===== src/sv/lfbe_pkg.sv =====
// Package for the LED frame buffer engine: command codes, controller states,
// result record and default sizes. No dependencies.
package lfbe_pkg;

	localparam int LFBE_ROWS     = 16;
	localparam int LFBE_ROW_BITS = 32;

	localparam int ACTION_W   = 4;
	localparam int ROW_W      = 4;
	localparam int COLUMN_W   = 5;
	localparam int ROW_WORD_W = 32;
	localparam int BYTE_W     = 8;

	typedef enum logic [ACTION_W-1:0] {
		ACT_CLEAR    = 4'd0,
		ACT_SETPIX   = 4'd1,
		ACT_CLRPIX   = 4'd2,
		ACT_FILLROW  = 4'd3,
		ACT_BLANKROW = 4'd4,
		ACT_SETCOL   = 4'd5,
		ACT_CLRCOL   = 4'd6,
		ACT_INVERT   = 4'd7,
		ACT_ROWSDOWN = 4'd8,
		ACT_ROTBITS  = 4'd9,
		ACT_READPIX  = 4'd10,
		ACT_LOADROW  = 4'd11,
		ACT_REFRESH  = 4'd12
	} lfbe_action_t;

	typedef enum logic [2:0] {
		ST_IDLE,
		ST_PIXWR,
		ST_READ,
		ST_SWEEP,
		ST_REF
	} lfbe_state_t;

	typedef struct packed {
		logic [BYTE_W-1:0] out_byte;
		logic              pixel_value;
		logic              last;
	} lfbe_res_t;

endpackage


===== src/sv/led_frame_buffer_engine_core.sv =====
// Top level of the LED frame buffer engine: stream ports, index reduction,
// engine and output register. Depends on lfbe_pkg, lfbe_engine, lfbe_obuf.
//
//  channel  dir  handshake               payload
//  s_axis   in   s_axis_tvalid/tready    tdata: action, row, column, row_word
//  m_axis   out  m_axis_tvalid/tready    tdata: out_byte, pixel_value; tlast
//
// Fill row, blank row, load row: a single RAM write. Set/clear pixel: RAM read,
// then write back. Read pixel: RAM read, then result push, which waits out any output stall.
// Whole-frame commands: one row per cycle through the RAM port.
// Refresh: ROWS*ceil(ROW_BITS/8) bytes, one byte per cycle, stalls with
// m_axis_tready. Reset clears per-row valid bits so the frame reads dark.
module led_frame_buffer_engine_core #(
	parameter int ROWS     = lfbe_pkg::LFBE_ROWS,
	parameter int ROW_BITS = lfbe_pkg::LFBE_ROW_BITS
) (
	input  logic        clk,
	input  logic        arst_n,
	input  logic        s_axis_tvalid,
	output logic        s_axis_tready,
	input  logic [47:0] s_axis_tdata,  // action[3:0] row[7:4] column[12:8] row_word[44:13]
	output logic        m_axis_tvalid,
	input  logic        m_axis_tready,
	output logic [15:0] m_axis_tdata,  // out_byte[7:0] pixel_value[8]
	output logic        m_axis_tlast
);
	import lfbe_pkg::*;

	localparam int RW = $clog2(ROWS);
	localparam int CW = $clog2(ROW_BITS);

	function automatic logic [RW-1:0] reduce_row(input logic [ROW_W-1:0] v);
		logic [6:0] t;
		t = 7'(v);
		for (int i = 0; i < 8; i++) begin
			if (t >= 7'(ROWS)) t = t - 7'(ROWS);
		end
		return RW'(t);
	endfunction

	function automatic logic [CW-1:0] reduce_col(input logic [COLUMN_W-1:0] v);
		logic [6:0] t;
		t = 7'(v);
		for (int i = 0; i < 4; i++) begin
			if (t >= 7'(ROW_BITS)) t = t - 7'(ROW_BITS);
		end
		return CW'(t);
	endfunction

	lfbe_action_t        action;
	logic [RW-1:0]       row_idx;
	logic [CW-1:0]       col_idx;
	logic [ROW_BITS-1:0] word;
	logic                res_push, res_space;
	lfbe_res_t           res, res_out;

	assign action  = lfbe_action_t'(s_axis_tdata[3:0]);
	assign row_idx = reduce_row(s_axis_tdata[7:4]);
	assign col_idx = reduce_col(s_axis_tdata[12:8]);
	assign word    = ROW_BITS'(s_axis_tdata[44:13]);

	lfbe_engine #(.ROWS(ROWS), .ROW_BITS(ROW_BITS)) u_engine (
		.clk       (clk),
		.arst_n    (arst_n),
		.cmd_valid (s_axis_tvalid),
		.cmd_ready (s_axis_tready),
		.action    (action),
		.row_idx   (row_idx),
		.col_idx   (col_idx),
		.word      (word),
		.res_push  (res_push),
		.res       (res),
		.res_space (res_space)
	);

	lfbe_obuf u_obuf (
		.clk       (clk),
		.arst_n    (arst_n),
		.push      (res_push),
		.res_in    (res),
		.space     (res_space),
		.out_valid (m_axis_tvalid),
		.out_ready (m_axis_tready),
		.res_out   (res_out)
	);

	assign m_axis_tdata = {7'b0, res_out.pixel_value, res_out.out_byte};
	assign m_axis_tlast = res_out.last;

`ifndef SYNTHESIS
	// refresh holds off new commands while streaming
	assert property (@(posedge clk) disable iff (!arst_n)
		s_axis_tvalid && s_axis_tready && s_axis_tdata[3:0] == ACT_REFRESH
		|=> !s_axis_tready)
		else $error("command accepted during refresh start");

	// a pixel bit only comes with a single-result transaction
	assert property (@(posedge clk) disable iff (!arst_n)
		m_axis_tvalid && m_axis_tdata[8] |-> m_axis_tlast && m_axis_tdata[7:0] == 8'd0)
		else $error("pixel result without last");

	// edit commands produce no result
	assert property (@(posedge clk) disable iff (!arst_n)
		s_axis_tvalid && s_axis_tready && !m_axis_tvalid &&
		(s_axis_tdata[3:0] == ACT_SETPIX || s_axis_tdata[3:0] == ACT_LOADROW)
		|=> !m_axis_tvalid)
		else $error("edit command produced a result");
`endif

endmodule


===== src/sv/lfbe_ram.sv =====
// Generic single-write, single-read synchronous RAM with registered read.
// Read-first on a same-address collision. No dependencies.
module lfbe_ram #(
	parameter int WIDTH = 32,
	parameter int DEPTH = 16
) (
	input  logic                     clk,
	input  logic                     wr_en,
	input  logic [$clog2(DEPTH)-1:0] wr_addr,
	input  logic [WIDTH-1:0]         wr_data,
	input  logic                     rd_en,
	input  logic [$clog2(DEPTH)-1:0] rd_addr,
	output logic [WIDTH-1:0]         rd_data
);

	logic [WIDTH-1:0] mem_q [DEPTH];
	logic [WIDTH-1:0] rd_data_q;

	always_ff @(posedge clk) begin
		if (wr_en) begin
			mem_q[wr_addr] <= wr_data;
		end
		if (rd_en) begin
			rd_data_q <= mem_q[rd_addr];
		end
	end

	assign rd_data = rd_data_q;

endmodule


===== src/sv/lfbe_obuf.sv =====
// Output register stage for result transactions.
// Depends on lfbe_pkg (result record).
module lfbe_obuf (
	input  logic              clk,
	input  logic              arst_n,
	input  logic              push,
	input  lfbe_pkg::lfbe_res_t res_in,
	output logic              space,
	output logic              out_valid,
	input  logic              out_ready,
	output lfbe_pkg::lfbe_res_t res_out
);
	import lfbe_pkg::*;

	logic      valid_q;
	lfbe_res_t res_q;

	assign space = !valid_q || out_ready;

	always_ff @(posedge clk or negedge arst_n) begin
		if (!arst_n) begin
			valid_q <= 1'b0;
		end else if (space) begin
			valid_q <= push;
		end
	end

	always_ff @(posedge clk) begin
		if (space && push) begin
			res_q <= res_in;
		end
	end

	assign out_valid = valid_q;
	assign res_out   = res_q;

endmodule


===== src/sv/lfbe_engine.sv =====
// Command sequencer and read-modify-write datapath around the frame RAM.
// Depends on lfbe_pkg, lfbe_ram.
module lfbe_engine #(
	parameter int ROWS     = lfbe_pkg::LFBE_ROWS,
	parameter int ROW_BITS = lfbe_pkg::LFBE_ROW_BITS
) (
	input  logic                        clk,
	input  logic                        arst_n,
	input  logic                        cmd_valid,
	output logic                        cmd_ready,
	input  lfbe_pkg::lfbe_action_t      action,
	input  logic [$clog2(ROWS)-1:0]     row_idx,
	input  logic [$clog2(ROW_BITS)-1:0] col_idx,
	input  logic [ROW_BITS-1:0]         word,
	output logic                        res_push,
	output lfbe_pkg::lfbe_res_t         res,
	input  logic                        res_space
);
	import lfbe_pkg::*;

	localparam int RW   = $clog2(ROWS);
	localparam int CW   = $clog2(ROW_BITS);
	localparam int CNTW = $clog2(ROWS + 1);
	localparam int BPR  = (ROW_BITS + 7) / 8;
	localparam int BW   = (BPR > 1) ? $clog2(BPR) : 1;
	localparam int PADW = BPR * 8;

	localparam logic [CNTW-1:0] CNT_LAST = CNTW'(ROWS);
	localparam logic [RW-1:0]   ROW_LAST = RW'(ROWS - 1);
	localparam logic [BW-1:0]   BYTE_LAST = BW'(BPR - 1);

	lfbe_state_t          state_q, state_d;
	lfbe_action_t         act_q;
	logic [RW-1:0]        row_q;
	logic [CW-1:0]        col_q;
	logic [CNTW-1:0]      cnt_q;
	logic [RW-1:0]        rrow_q;
	logic [BW-1:0]        byte_q;
	logic [ROWS-1:0]      valid_q;
	logic                 rd_valid_s1;

	logic                 rd_en, wr_en;
	logic [RW-1:0]        rd_addr, wr_addr;
	logic [ROW_BITS-1:0]  wr_data, rd_data, row_data, sweep_data, pix_mask;
	logic [PADW-1:0]      row_pad;
	logic                 accept, ref_last, byte_last;

	lfbe_ram #(.WIDTH(ROW_BITS), .DEPTH(ROWS)) u_ram (
		.clk     (clk),
		.wr_en   (wr_en),
		.wr_addr (wr_addr),
		.wr_data (wr_data),
		.rd_en   (rd_en),
		.rd_addr (rd_addr),
		.rd_data (rd_data)
	);

	// rows never written since reset read dark
	assign row_data  = rd_valid_s1 ? rd_data : '0;
	assign row_pad   = PADW'(row_data);
	assign pix_mask  = ROW_BITS'(1) << col_q;
	assign cmd_ready = (state_q == ST_IDLE);
	assign accept    = cmd_valid && cmd_ready;
	assign byte_last = (byte_q == BYTE_LAST);
	assign ref_last  = byte_last && (rrow_q == ROW_LAST);

	always_comb begin
		unique case (act_q)
			ACT_CLEAR:   sweep_data = '0;
			ACT_SETCOL:  sweep_data = row_data | pix_mask;
			ACT_CLRCOL:  sweep_data = row_data & ~pix_mask;
			ACT_INVERT:  sweep_data = ~row_data;
			ACT_ROTBITS: sweep_data = {row_data[ROW_BITS-2:0], row_data[ROW_BITS-1]};
			default:     sweep_data = row_data;
		endcase
	end

	// next state
	always_comb begin
		state_d = state_q;
		unique case (state_q)
			ST_IDLE: begin
				if (cmd_valid) begin
					unique case (action)
						ACT_SETPIX, ACT_CLRPIX: state_d = ST_PIXWR;
						ACT_READPIX:            state_d = ST_READ;
						ACT_REFRESH:            state_d = ST_REF;
						ACT_CLEAR, ACT_SETCOL, ACT_CLRCOL, ACT_INVERT,
						ACT_ROWSDOWN, ACT_ROTBITS: state_d = ST_SWEEP;
						default:                state_d = ST_IDLE;
					endcase
				end
			end
			ST_PIXWR: state_d = ST_IDLE;
			ST_READ: begin
				if (res_space) state_d = ST_IDLE;
			end
			ST_SWEEP: begin
				if (cnt_q == CNT_LAST) state_d = ST_IDLE;
			end
			ST_REF: begin
				if (res_space && ref_last) state_d = ST_IDLE;
			end
		endcase
	end

	// RAM and result controls
	always_comb begin
		rd_en    = 1'b0;
		rd_addr  = '0;
		wr_en    = 1'b0;
		wr_addr  = row_q;
		wr_data  = row_data;
		res_push = 1'b0;
		res      = '0;
		unique case (state_q)
			ST_IDLE: begin
				if (cmd_valid) begin
					unique case (action)
						ACT_SETPIX, ACT_CLRPIX, ACT_READPIX: begin
							rd_en   = 1'b1;
							rd_addr = row_idx;
						end
						ACT_CLEAR, ACT_SETCOL, ACT_CLRCOL, ACT_INVERT,
						ACT_ROWSDOWN, ACT_ROTBITS, ACT_REFRESH: begin
							rd_en = 1'b1;
						end
						ACT_FILLROW: begin
							wr_en   = 1'b1;
							wr_addr = row_idx;
							wr_data = '1;
						end
						ACT_BLANKROW: begin
							wr_en   = 1'b1;
							wr_addr = row_idx;
							wr_data = '0;
						end
						ACT_LOADROW: begin
							wr_en   = 1'b1;
							wr_addr = row_idx;
							wr_data = word;
						end
						default: ;
					endcase
				end
			end
			ST_PIXWR: begin
				wr_en   = 1'b1;
				wr_data = (act_q == ACT_SETPIX) ? (row_data | pix_mask)
				                                : (row_data & ~pix_mask);
			end
			ST_READ: begin
				res_push        = res_space;
				res.pixel_value = row_data[col_q];
				res.last        = 1'b1;
			end
			ST_SWEEP: begin
				rd_en   = (cnt_q != CNT_LAST);
				rd_addr = cnt_q[RW-1:0];
				wr_en   = 1'b1;
				wr_data = sweep_data;
				if (act_q == ACT_ROWSDOWN) begin
					wr_addr = (cnt_q == CNT_LAST) ? '0 : cnt_q[RW-1:0];
				end else begin
					wr_addr = RW'(cnt_q - 1'b1);
				end
			end
			ST_REF: begin
				res_push     = res_space;
				res.out_byte = row_pad[byte_q*8 +: 8];
				res.last     = ref_last;
				rd_en        = res_space && byte_last && !ref_last;
				rd_addr      = rrow_q + 1'b1;
			end
		endcase
	end

	always_ff @(posedge clk or negedge arst_n) begin
		if (!arst_n) begin
			state_q     <= ST_IDLE;
			cnt_q       <= '0;
			rrow_q      <= '0;
			byte_q      <= '0;
			valid_q     <= '0;
			rd_valid_s1 <= 1'b0;
		end else begin
			state_q <= state_d;
			if (wr_en) begin
				valid_q[wr_addr] <= 1'b1;
			end
			if (rd_en) begin
				rd_valid_s1 <= valid_q[rd_addr];
			end
			if (accept) begin
				cnt_q  <= CNTW'(1);
				rrow_q <= '0;
				byte_q <= '0;
			end else if (state_q == ST_SWEEP) begin
				cnt_q <= cnt_q + 1'b1;
			end else if (state_q == ST_REF && res_space) begin
				if (byte_last) begin
					byte_q <= '0;
					rrow_q <= ref_last ? '0 : rrow_q + 1'b1;
				end else begin
					byte_q <= byte_q + 1'b1;
				end
			end
		end
	end

	always_ff @(posedge clk) begin
		if (accept) begin
			act_q <= action;
			row_q <= row_idx;
			col_q <= col_idx;
		end
	end

endmodule

===== config.mk =====
export PLATFORM = sky130hd
export DESIGN_NAME = led_frame_buffer_engine_core
export DESIGN_NICKNAME = d
export VERILOG_FILES = /design/src/sv/lfbe_pkg.sv /design/src/sv/led_frame_buffer_engine_core.sv /design/src/sv/lfbe_ram.sv /design/src/sv/lfbe_obuf.sv /design/src/sv/lfbe_engine.sv
export SDC_FILE = /design/constraint.sdc
export NUM_CORES = 1
export LEC_CHECK = 0
export CELL_PAD_IN_SITES_DETAIL_PLACEMENT = 2
export CELL_PAD_IN_SITES_GLOBAL_PLACEMENT = 2
export CORE_MARGIN = 2
export CORE_UTILIZATION = 45
export CTS_CLUSTER_SIZE = 40
export DETAILED_ROUTE_END_ITERATION = 8
export DONT_BUFFER_PORTS = 1
export GPL_TIMING_DRIVEN = 0
export PLACE_DENSITY_LB_ADDON = 0.1
export SLEW_MARGIN = 20
export SYNTH_ARGS = -nofsm -noshare
export SYNTH_HDL_FRONTEND = slang
export SYNTH_HIERARCHICAL = 1
export SYNTH_SLANG_ARGS = --single-unit

===== constraint.sdc =====
create_clock -name clk -period 15.2 [get_ports clk]
set_clock_uncertainty 0.05 [all_clocks]
set_input_delay 3.04 -clock clk [delete_from_list [all_inputs] [get_ports clk]]
set_output_delay 3.04 -clock clk [all_outputs]
set_load 0.02 [all_outputs]

# Word-level counts from Yosys, hierarchy flattened

Memories as Yosys holds them, arrays and structs flattened. A register that Yosys moved wholly into a read port is not among the register bits.
Cells that the tools add are included.

Equality and inequality tests: 31
Magnitude comparators: 4
Bitwise logic cells: 5
Reduce and logical (&&, ||, !) cells: 25
Shifts and indexed selects: 2
Muxes and demuxes: 46
$add $sub $neg: 4

Operators with widths:

| cell                                                        | count |
|---|---|
| case mux 32 bit (3 select lines)                            | 2 |
| case mux 32 bit (5 select lines)                            | 1 |
| 2-to-1 mux 32 bit                                           | 3 |
| inverter 32 bit                                             | 2 |
| 2-to-1 mux 4 bit                                            | 11 |
| bitwise AND 32 bit                                          | 1 |
| equality test 4 bit (second input constant)                 | 8 |
| OR 32 bit                                                   | 1 |
| indexed part select 32 x 6 -> 8 bit                         | 1 |
| << shifter 1 x 5 -> 32 bit (first input constant)           | 1 |
| equality test 4 x 3 -> 1 bit (second input constant)        | 7 |
| OR 16 bit                                                   | 1 |
| case mux 3 bit (5 select lines)                             | 1 |
| 2-to-1 mux 3 bit                                            | 4 |
| case mux 4 bit (3 select lines)                             | 1 |
| less-than comparator 4 x 5 -> 1 bit (second input constant) | 2 |
| 2-to-1 mux 1 bit                                            | 10 |
| 2-to-1 mux 5 bit                                            | 2 |
| OR reduction 10 bit                                         | 1 |
| equality test 4 x 1 -> 1 bit (second input constant)        | 2 |
| equality test 4 x 2 -> 1 bit (second input constant)        | 2 |
| logical AND 1 bit                                           | 8 |
| zero test 4 bit                                             | 2 |
| 2-to-1 mux 2 bit                                            | 4 |
| 29 further kinds                                            | 39 |

Flip-flop bits (word level): 55
Bits in read-only memories: 48
Word-level logic and storage cells: 132
Memories kept: 2
Memory bits (writable): 512
Input bits: 52

Memories:

| name                 | words | width | read ports | clocked after Yosys merged registers in | write ports | line              | source |
|---|---|---|---|---|---|---|---|
| u_engine.u_ram.mem_q | 16    | 32    | 1          | 1                                       | 1           | lfbe_ram.sv:16    | `logic [WIDTH-1:0] mem_q [DEPTH];` |
| (no name shown)      | 16    | 3     | 1          | 0                                       | 0           | lfbe_engine.sv:84 | `unique case (action)` |

# Logic depth before layout (Yosys ltp)

Gate-level depths: netlist of run 1.

Depth after elaboration: 10
Mapped depth: 11

# Modules after synthesis

Netlist of run 1, hierarchy kept.

By module, submodules not included:

| module                       | instances | cells an instance | area an instance (um^2) | sequential area each (um^2) |
|---|---|---|---|---|
| lfbe_ram                     | 1         | 838               | 20155.6                 | 16335.7 |
| lfbe_engine                  | 1         | 893               | 6237.2                  | 1166.1 |
| lfbe_obuf                    | 1         | 14                | 354.1                   | 325.3 |
| led_frame_buffer_engine_core | 1         | 8                 | 56.3                    | 0.0 |

# Worst setup path after synthesis of run 1

No wires, ideal clock.

Path kind: input to register
Start: input s_axis_tdata[3]
End: memory u_engine.u_ram.mem_q[0][0] (enable)
Library setup time: 0.461 ns
Path slack: 7.664 ns
Stages on the path: 8
Data required time: 14.689 ns
Arrival: 7.025 ns
Cells stage by stage: buf_2 > or4b_4 > a21oi_4 > nor2_1 > a22oi_1 > o21ai_2 > or3b_2 > nor3_1

Elaborated cells on any way between the ends: 12
Those cells by class: 3 x eq/ne; 8 x mux; 1 x reduce/logical

RTL lines:

| item                                                 | line                               | source |
|---|---|---|
| start, declared                                      | led_frame_buffer_engine_core.sv:21 | `input logic [47:0] s_axis_tdata,` |
| equality test 4 x 2 -> 1 bit (tied with other cells) | lfbe_engine.sv:119                 | `unique case (action)` |
| OR reduction 3 bit (no source line) (*)              | -                                  |  |
| 2-to-1 mux 4 bit (*)                                 | lfbe_engine.sv:119                 |  |
| 2-to-1 mux 4 bit (*)                                 | lfbe_engine.sv:118                 | `if (cmd_valid) begin` |
| case mux 4 bit (2 select lines) (*)                  | lfbe_engine.sv:116                 | `unique case (state_q)` |
| net u_engine.wr_addr[2]                              | lfbe_engine.sv:43                  | `logic [RW-1:0] rd_addr, wr_addr;` |
| end, declared                                        | lfbe_ram.sv:16                     |  |

Mark *: on every way through the listed nets, which the timed path passes. The rest lies on a longest branch.

# Worst setup path in the final report of run 1

Start: input s_axis_tdata[0]
End: register u_engine.u_ram.rd_data_q[28] (netlist: u_engine/u_ram/rd_data[28]) (read register of u_engine.u_ram.mem_q) (data pin)

Word-level cells in the longest chain between the ends: 5
Elaborated cells on any way between the ends: 18
Those cells by class: 9 x eq/ne; 6 x mux; 3 x reduce/logical

Ends and longest elaborated chain:

| item                                                 | line               | source |
|---|---|---|
| equality test 4 x 1 -> 1 bit (tied with other cells) | lfbe_engine.sv:119 |  |
| OR reduction 3 bit (*)                               | lfbe_engine.sv:119 |  |
| 2-to-1 mux 4 bit (*)                                 | lfbe_engine.sv:119 |  |
| 2-to-1 mux 4 bit (*)                                 | lfbe_engine.sv:118 |  |
| case mux 4 bit (3 select lines) (*)                  | lfbe_engine.sv:116 |  |
| net u_engine.rd_addr[1]                              | lfbe_engine.sv:43  |  |
| end, declared                                        | lfbe_ram.sv:17     | `logic [WIDTH-1:0] rd_data_q;` |

Marks and branches as above.
A chain may end at the register's enable or synchronous reset.

==> results of run 1 <==
[metrics by stage]
stage	util (%)	hold slack (ps)
6_report	52.30	410.1
3_5_place_dp	48.70	398.5
5_1_grt	52.29	433.5
4_1_cts	52.20	414.4
2_1_floorplan	-	377.1
3_3_place_gp	47.18	386.6
[cells in the mapped netlist, drive strengths merged (3+ instances only)]
master   count  area, um2
nand2b      13      88.83
clkbuf      77      289.0
and2         9      58.81
xor2         6      52.55
dfrtp       32      800.8
a211oi      12      102.6
a21boi       3      26.28
a21oi      105      536.8
o21a        20      150.1
nor3        18      95.09
xnor2        3      26.28
mux2        11      123.9
a221oi      25      219.0
nand3b       6      45.04
nor2       109      409.1
a31oi       14      87.58
a22oi       79      593.1
and3        15      93.84
o21bai       8      60.06
or3b         4      35.04
buf         54      319.1
a2111oi      9      91.34
mux2i       17      170.2
nor3b       12      110.1
o41a         4      45.04
nor4         8      50.05
a21o        16      120.1
and3b        3      26.28
nand2      143      536.8
nor2b        9      56.30
inv         12      45.04
mux4       138       3108
edfxtp     567      17030
ha           6      75.07
o31ai       18      135.1
a32oi        4      35.03
o21ai      100      515.5
or2          3      18.77
o22ai        5      31.28
nand3       27      135.1
[power by group through the flow]
stage                     clock [W]  combinational [W]  sequential, W
after floorplan                   0           0.000994        0.00240
after global placement            0            0.00154        0.00247
after detailed placement          0            0.00178        0.00247
after CTS                   0.00158            0.00180        0.00244
after global routing        0.00163            0.00193        0.00245
final                       0.00156            0.00184        0.00244
[metal layers]
| metal | GRT usage, % | wire length, um | part of all wire (%) | vias to the layer above |
|---|---|---|---|---|
| met4 | 15.29 | 4631 | 4.5 | 4 |
| met1 | 44.08 | 40940 | 40 | 9603 |
| met5 | 0 | 22 | 0.021 | - |
| li1 | - | - | - | 7267 |
| met2 | 56.28 | 50730 | 49 | 851 |
| met3 | 5.635 | 6810 | 6.6 | 259 |
[cell type report]
cell class	count	area share, %
Sequential cell	599	57.86
Multi-Input combinational cell	1016	27.78
Clock buffer	85	5.625
Tap cell	773	3.139
Timing Repair Buffer	49	2.364
Buffer	131	1.974
Clock inverter	31	1.072
Inverter	13	0.1584
Antenna cell	3	0.02437
[worst max-delay path, cell delays in order]
cell	delay (ps)
buf_2	180
or3b_1	410
a211oi_4	370
a21o_1	180
buf_6	170
buf_2	400
buf_1	700
mux4_2	420
a22oi_1	390
nand2_1	250
[cells by family after synthesis]
family / after synthesis / synth area share, %
fa+ha+maj: 6 / 0.2801
simple gates: 389 / 6.913
flops: 599 / 66.51
mux: 166 / 12.69
other cells: 1 / 0.01399
buf+inv: 144 / 2.451
xor+xnor: 9 / 0.2941
compound gates: 439 / 10.84
[flip-flops by register name, indices dropped and copies added, names as in the netlist]
name	count
u_engine/act_q	4
u_engine/byte_q	2
u_engine/cnt_q	5
u_engine/col_q	5
u_engine/rd_valid_s1	1
u_engine/row_q	4
u_engine/rrow_q	4
u_engine/state_q	3
u_engine/u_ram/mem_q	512
u_engine/u_ram/rd_data	32
u_engine/valid_q	16
u_obuf/out_valid	1
u_obuf/res_out	10
[final timing paths]
| kind | slack [ps] | depth (start not counted) | end |
|---|---|---|---|
| worst max-delay path | 8900 | 10 | u_engine/u_ram/rd_data[28]$_DFFE_PP_ |
| worst min-delay path | 410 | 1 | u_engine/valid_q[10]$_DFFE_PN0P_ |
| worst max register to register | 10590 | 8 | u_engine/u_ram/mem_q[4][14]$_DFFE_PP_ |
| worst min register to register | 410 | 1 | u_engine/valid_q[10]$_DFFE_PN0P_ |
| max in group asynchronous | 12930 | 0 | u_engine/state_q[0]$_DFFE_PN0P_ |
| min in group asynchronous | 2060 | 0 | u_engine/rd_valid_s1$_DFFE_PN0P_ |
[cell usage in the layout (no fill, tap or decap), drive strengths merged, types with 9 or more instances in the layout]
cell type,instances
nor3b,12
clkbuf,162
mux2,11
mux2i,17
a221oi,25
a22oi,79
nand3,27
edfxtp,567
a21oi,105
buf,103
mux4,138
inv,15
nor2,109
and3,15
a211oi,12
o31ai,18
o21ai,100
nand2b,13
a31oi,14
clkinv,26
nor2b,9
a2111oi,9
o21a,20
nor3,18
a21o,16
and2,9
nand2,143
dfrtp,32
==> results.cfg, run 1 <==
[clock_network]
hold_buffers = 0
path_clk_slew_ps = 60
cts_setup_buffers = 0
post_cts_resize_count = 0
cts_buffer_depth = 3
insertion_delay_ps = 620
cts_tree = done
cts_made_buffers = 66
cts_root_buf = clkbuf_16
cts_sinks = 599
h-tree-depth = 3

[layout]
area_growth_pct = 14.95
fillers = 5309
instances_no_fill = 2700
register_area_um2 = 17830
multi_input_area_um2 = 8559
drive_gt1_share_pct = 20.48
fin_area_um2 = 30810
fin_nets = 1934

[synthesis]
synth_cell_types = 78
synth_edf_count = 567
syn_avg_cell_area_um2 = 15.29
ys_ff_latch = 599
synth.yosys.seq_area_share_pct = 66.51
async_reset_ff_share_pct = 5.342
syn-cell-area_um2 = 26800
ys_warn_count = 6
synth-main-ff-cell = edfxtp_1
syn_inst = 1753

[outcome]
outcome = completed

[global_route]
overflow = 0
antenna_found_initial = 3
grt_pass1_wl_um = 145000
grt_pass1_vias = 19169
track_usage_pct = 33.93
grt_max_degree = 33

[pwr]
ir_worst_vdd_mv = 0.1260
comb_power_share_pct = 31.5
p_sw_share_pct = 36.66
total_power_w = 0.005841
pwr-share-clk_pct = 26.7
p_leak_nw = 9.814
p_int_w = 0.003700
seqPwrFrac_pct = 41.8
net-switching-power_w = 0.002141
pwr_density_cell_nw_per_um2 = 189.6

[place]
dp_cells = 2580
dp_hpwl_um = 71590
place_ws_ps = 8331
placed_cell_area_um2 = 28690
gp_congestion = 0.9604
io_buffers = 0

[setup_path]
worstReg2RegStart = u_engine/state_q[0]$_DFFE_PN0P_
worstPathArrival_ps = 6550
critPathCaptureType = register
cp_data_required_time_ps = 15450
path_max_fanout = 10
setup.worst_path.start = s_axis_tdata[0]
critical_path_class = input port to register
cp-start-kind = input port

[routing]
via_per_inst = 6.661
postRouteAntennaNets = 0
dr.pass1.iters = 5
drc = 0
drt_iter0_drc = 1750
drt_wl_total_um = 103100
dr_total_vias = 17984
detail_route.wl_per_cell_um = 38.20

[sta]
rsz0062_at_grt = no
relSlewSlack_pct = 19.13
timing.final.crit_period_ps = 6295
hold_viol = 0
min_period_over_period_pct = 41.42
layout_setup_ws_ps = 8905
maxSlewViolCount = 0
setup_viol = 0
worst_pin_slew_ps = 1208
fin_setup_tns_ps = 0
fmax_mhz = 158.8

[job]
cap_viol_max_count = 0

[floorplan]
dieArea_um2 = 61530
die_h_um = 248.1
die_w_um = 248.1
io_pins = 71
num_rows = 89
core_um2 = 58910
start_util_pct = 45.50

[min_path]
worstHoldPathType = register to register
worstHoldStart = u_engine/valid_q[10]$_DFFE_PN0P_
No activity file was read; power rests on OpenSTA's default activity.
==> run 2: changes to the inputs <==
- ABC_AREA: default -> 1
- CORE_UTILIZATION: 45 -> 37
- clock period: 15.2 -> 5.4 ns (I/O delays scaled with it)
==> results.cfg, run 2 <==
[outcome]
outcome = completed

[synthesis]
synth.most_common_cell = nand2_1
synth-main-ff-cell = edfxtp_1
syn-cell-area_um2 = 29310
syn_inst = 3159
ys_warn_count = 6
synthTopCellsByArea = edfxtp_1 58%, nand2_1 12%, nand3_1 7.2%
synth_edf_count = 567
synth.largest_area_cell = edfxtp_1
synth_cell_types = 48
synth.yosys.seq_area_share_pct = 60.82
async_reset_ff_share_pct = 5.342
ys_ff_latch = 599
syn_avg_cell_area_um2 = 9.278
yosysTopAreaCellShare_pct = 58.09
yosys-top-cells-count = 944 x nand2_1, 567 x edfxtp_1, 490 x inv_1, 424 x nand3_1, 150 x o21ai_0

[min_path]
worstHoldPathType = input port to async pin

[clock_network]
h-tree-depth = 3
cts_tree = done
cts_setup_buffers = 0
cts_sinks = 599
hold_buffers = 0
path_clk_slew_ps = 60
cts_buffer_depth = 3
cts_root_buf = clkbuf_16
insertion_delay_ps = 630
cts_made_buffers = 70
post_cts_resize_count = 0

[layout]
largest_register = u_engine/u_ram/mem_q
largest_reg_flops = 512
area_growth_pct = 15.46
drive_gt1_share_pct = 10.00
layout_common_cells = 944 x nand2_1, 567 x edfxtp_1, 489 x inv_1
fin_nets = 3332
mostFrequentLayoutCell = nand2_1
utilization_pct = 42.98

[sta]
layout_setup_ws_ps = 1386
rsz0062_at_grt = no
worst_pin_slew_ps = 1155
fmax_mhz = 249.2
timing.final.crit_period_ps = 4014
maxSlewViolCount = 0
min_period_over_period_pct = 74.33
hold_viol = 0
relSlewSlack_pct = 22.99
setup_viol = 0

[place]
place_ws_ps = 1153
gp_congestion = 0.9353
io_buffers = 0
dp_hpwl_um = 88620

[setup_path]
path_max_fanout = 10
worst-r2r-cell-count = 11
worstReg2RegStart = u_engine/state_q[2]$_DFFE_PN0P_
worstPathArrival_ps = 4330
r2r-end = u_engine/u_ram/rd_data[10]$_DFFE_PP_
cp_data_required_time_ps = 5720
cp-start-kind = register
r2r_slack_ps = 1390
critical_path_class = register to register
critPathCaptureType = register

[routing]
postRouteAntennaNets = 0
drt_iter0_drc = 1531
drc = 0
dr_total_vias = 23964
via_per_inst = 5.467
detail_route.wl_per_cell_um = 27.34
drt_wl_total_um = 119800
dr.pass1.iters = 6

[pwr]
pwr_density_cell_nw_per_um2 = 575.2
p_leak_nw = 14.21
ir_worst_vdd_mv = 0.2425
total_power_w = 0.01946

[global_route]
grt_max_degree = 34
overflow = 0
grt_pass1_wl_um = 175800
antenna_found_initial = 6
grt_pass1_vias = 26472
track_usage_pct = 29.42

[floorplan]
io_pins = 71
die_h_um = 285.5
core_um2 = 78740
die_w_um = 285.5
num_rows = 103
dieArea_um2 = 81480
start_util_pct = 37.22

[job]
cap_viol_max_count = 0
[run 2: changes by cell type in the layout (fill, tap and decap cells not counted), sizes merged, moves of 29 or more]
| cell | before | now |
|---|---|---|
| nor2 | 109 | 70 |
| mux4 | 138 | 0 |
| o22ai | 5 | 42 |
| nand2 | 143 | 951 |
| inv | 15 | 509 |
| clkbuf | 162 | 133 |
| nand3 | 27 | 425 |
| o21ai | 100 | 160 |
| a22oi | 79 | 5 |
| buf | 103 | 161 |
[run 2: cell families (layout without fill, tap and decap cells)]
logic type	after synthesis	after routing	share of synthesized area (%)
adder cells (fa/ha/maj)	6	6	0.2561
flip-flops	599	599	60.82
buffers and inverters	678	843	9.942
AND/OR/NAND/NOR	1508	1508	21.95
other	1	10	0.01279
AO/OA/AOI/OAI	365	365	6.958
XOR/XNOR	2	2	0.05978
[run 2: worst max path at each step]
stage,startpoint,to
2_1_floorplan,s_axis_tdata[2],u_engine/u_ram/mem_q[4][0]$_DFFE_PP_
3_3_place_gp,s_axis_tdata[2],u_engine/u_ram/mem_q[12][2]$_DFFE_PP_
3_5_place_dp,s_axis_tdata[2],u_engine/u_ram/mem_q[4][6]$_DFFE_PP_
4_1_cts,u_engine/state_q[2]$_DFFE_PN0P_,u_engine/u_ram/rd_data[10]$_DFFE_PP_
5_1_grt,u_engine/state_q[2]$_DFFE_PN0P_,u_engine/u_ram/rd_data[10]$_DFFE_PP_
6_report,u_engine/state_q[2]$_DFFE_PN0P_,u_engine/u_ram/rd_data[10]$_DFFE_PP_
[run 2: stage by stage]
step                      TNS, ps  instance area (um2)  hold slack [ps]  instances
after detailed placement        0                31560            396.0       4252
after global routing            0                33840            67.13       4383
after floorplan                 0                29330            371.4       3165
after CTS                       0                33830            69.73       4380
final                           0                33840            103.6       4383
after global placement    -237580                30650            386.7       4215
[run 2: final cells by class]
| cell class | instances | area [um2] |
|---|---|---|
| Clock buffer | 86 | 1822 |
| Inverter | 507 | 1906 |
| Multi-Input combinational cell | 1888 | 8853 |
| Sequential cell | 599 | 17830 |
| Timing Repair Buffer | 37 | 649.4 |
| Antenna cell | 3 | 7.507 |
| Fill cell | 8461 | 44900 |
| Buffer | 171 | 1008 |
| Clock inverter | 42 | 454.2 |
| Tap cell | 1050 | 1314 |
[run 2: power by group]
| group | switching (W) | internal (W) | total, W |
|---|---|---|---|
| sequential | 0.000235 | 0.00685 | 0.00709 |
| combinational | 0.00585 | 0.00177 | 0.00762 |
| clock | 0.00203 | 0.00272 | 0.00476 |
[run 2: routing by layer]
layer | track usage [%] | vias to the layer above | routed length (um)
met5 | 0 | - | 0
met4 | 10.79 | 0 | 4465
met3 | 3.604 | 225 | 4686
met2 | 52.46 | 594 | 60970
met1 | 36.55 | 12450 | 49690
li1 | - | 10695 | -
[run 2: worst max-delay path, cell delays in order, from the launching register on]
cell and delay (ps):
dfrtp_1 430, inv_2 110, nand2_2 120, nor2_4 170, clkbuf_1 570, a21oi_1 210
nand2_1 190, clkbuf_1 630, inv_1 390, buf_1 400, nand3_1 360, nand2_1 130
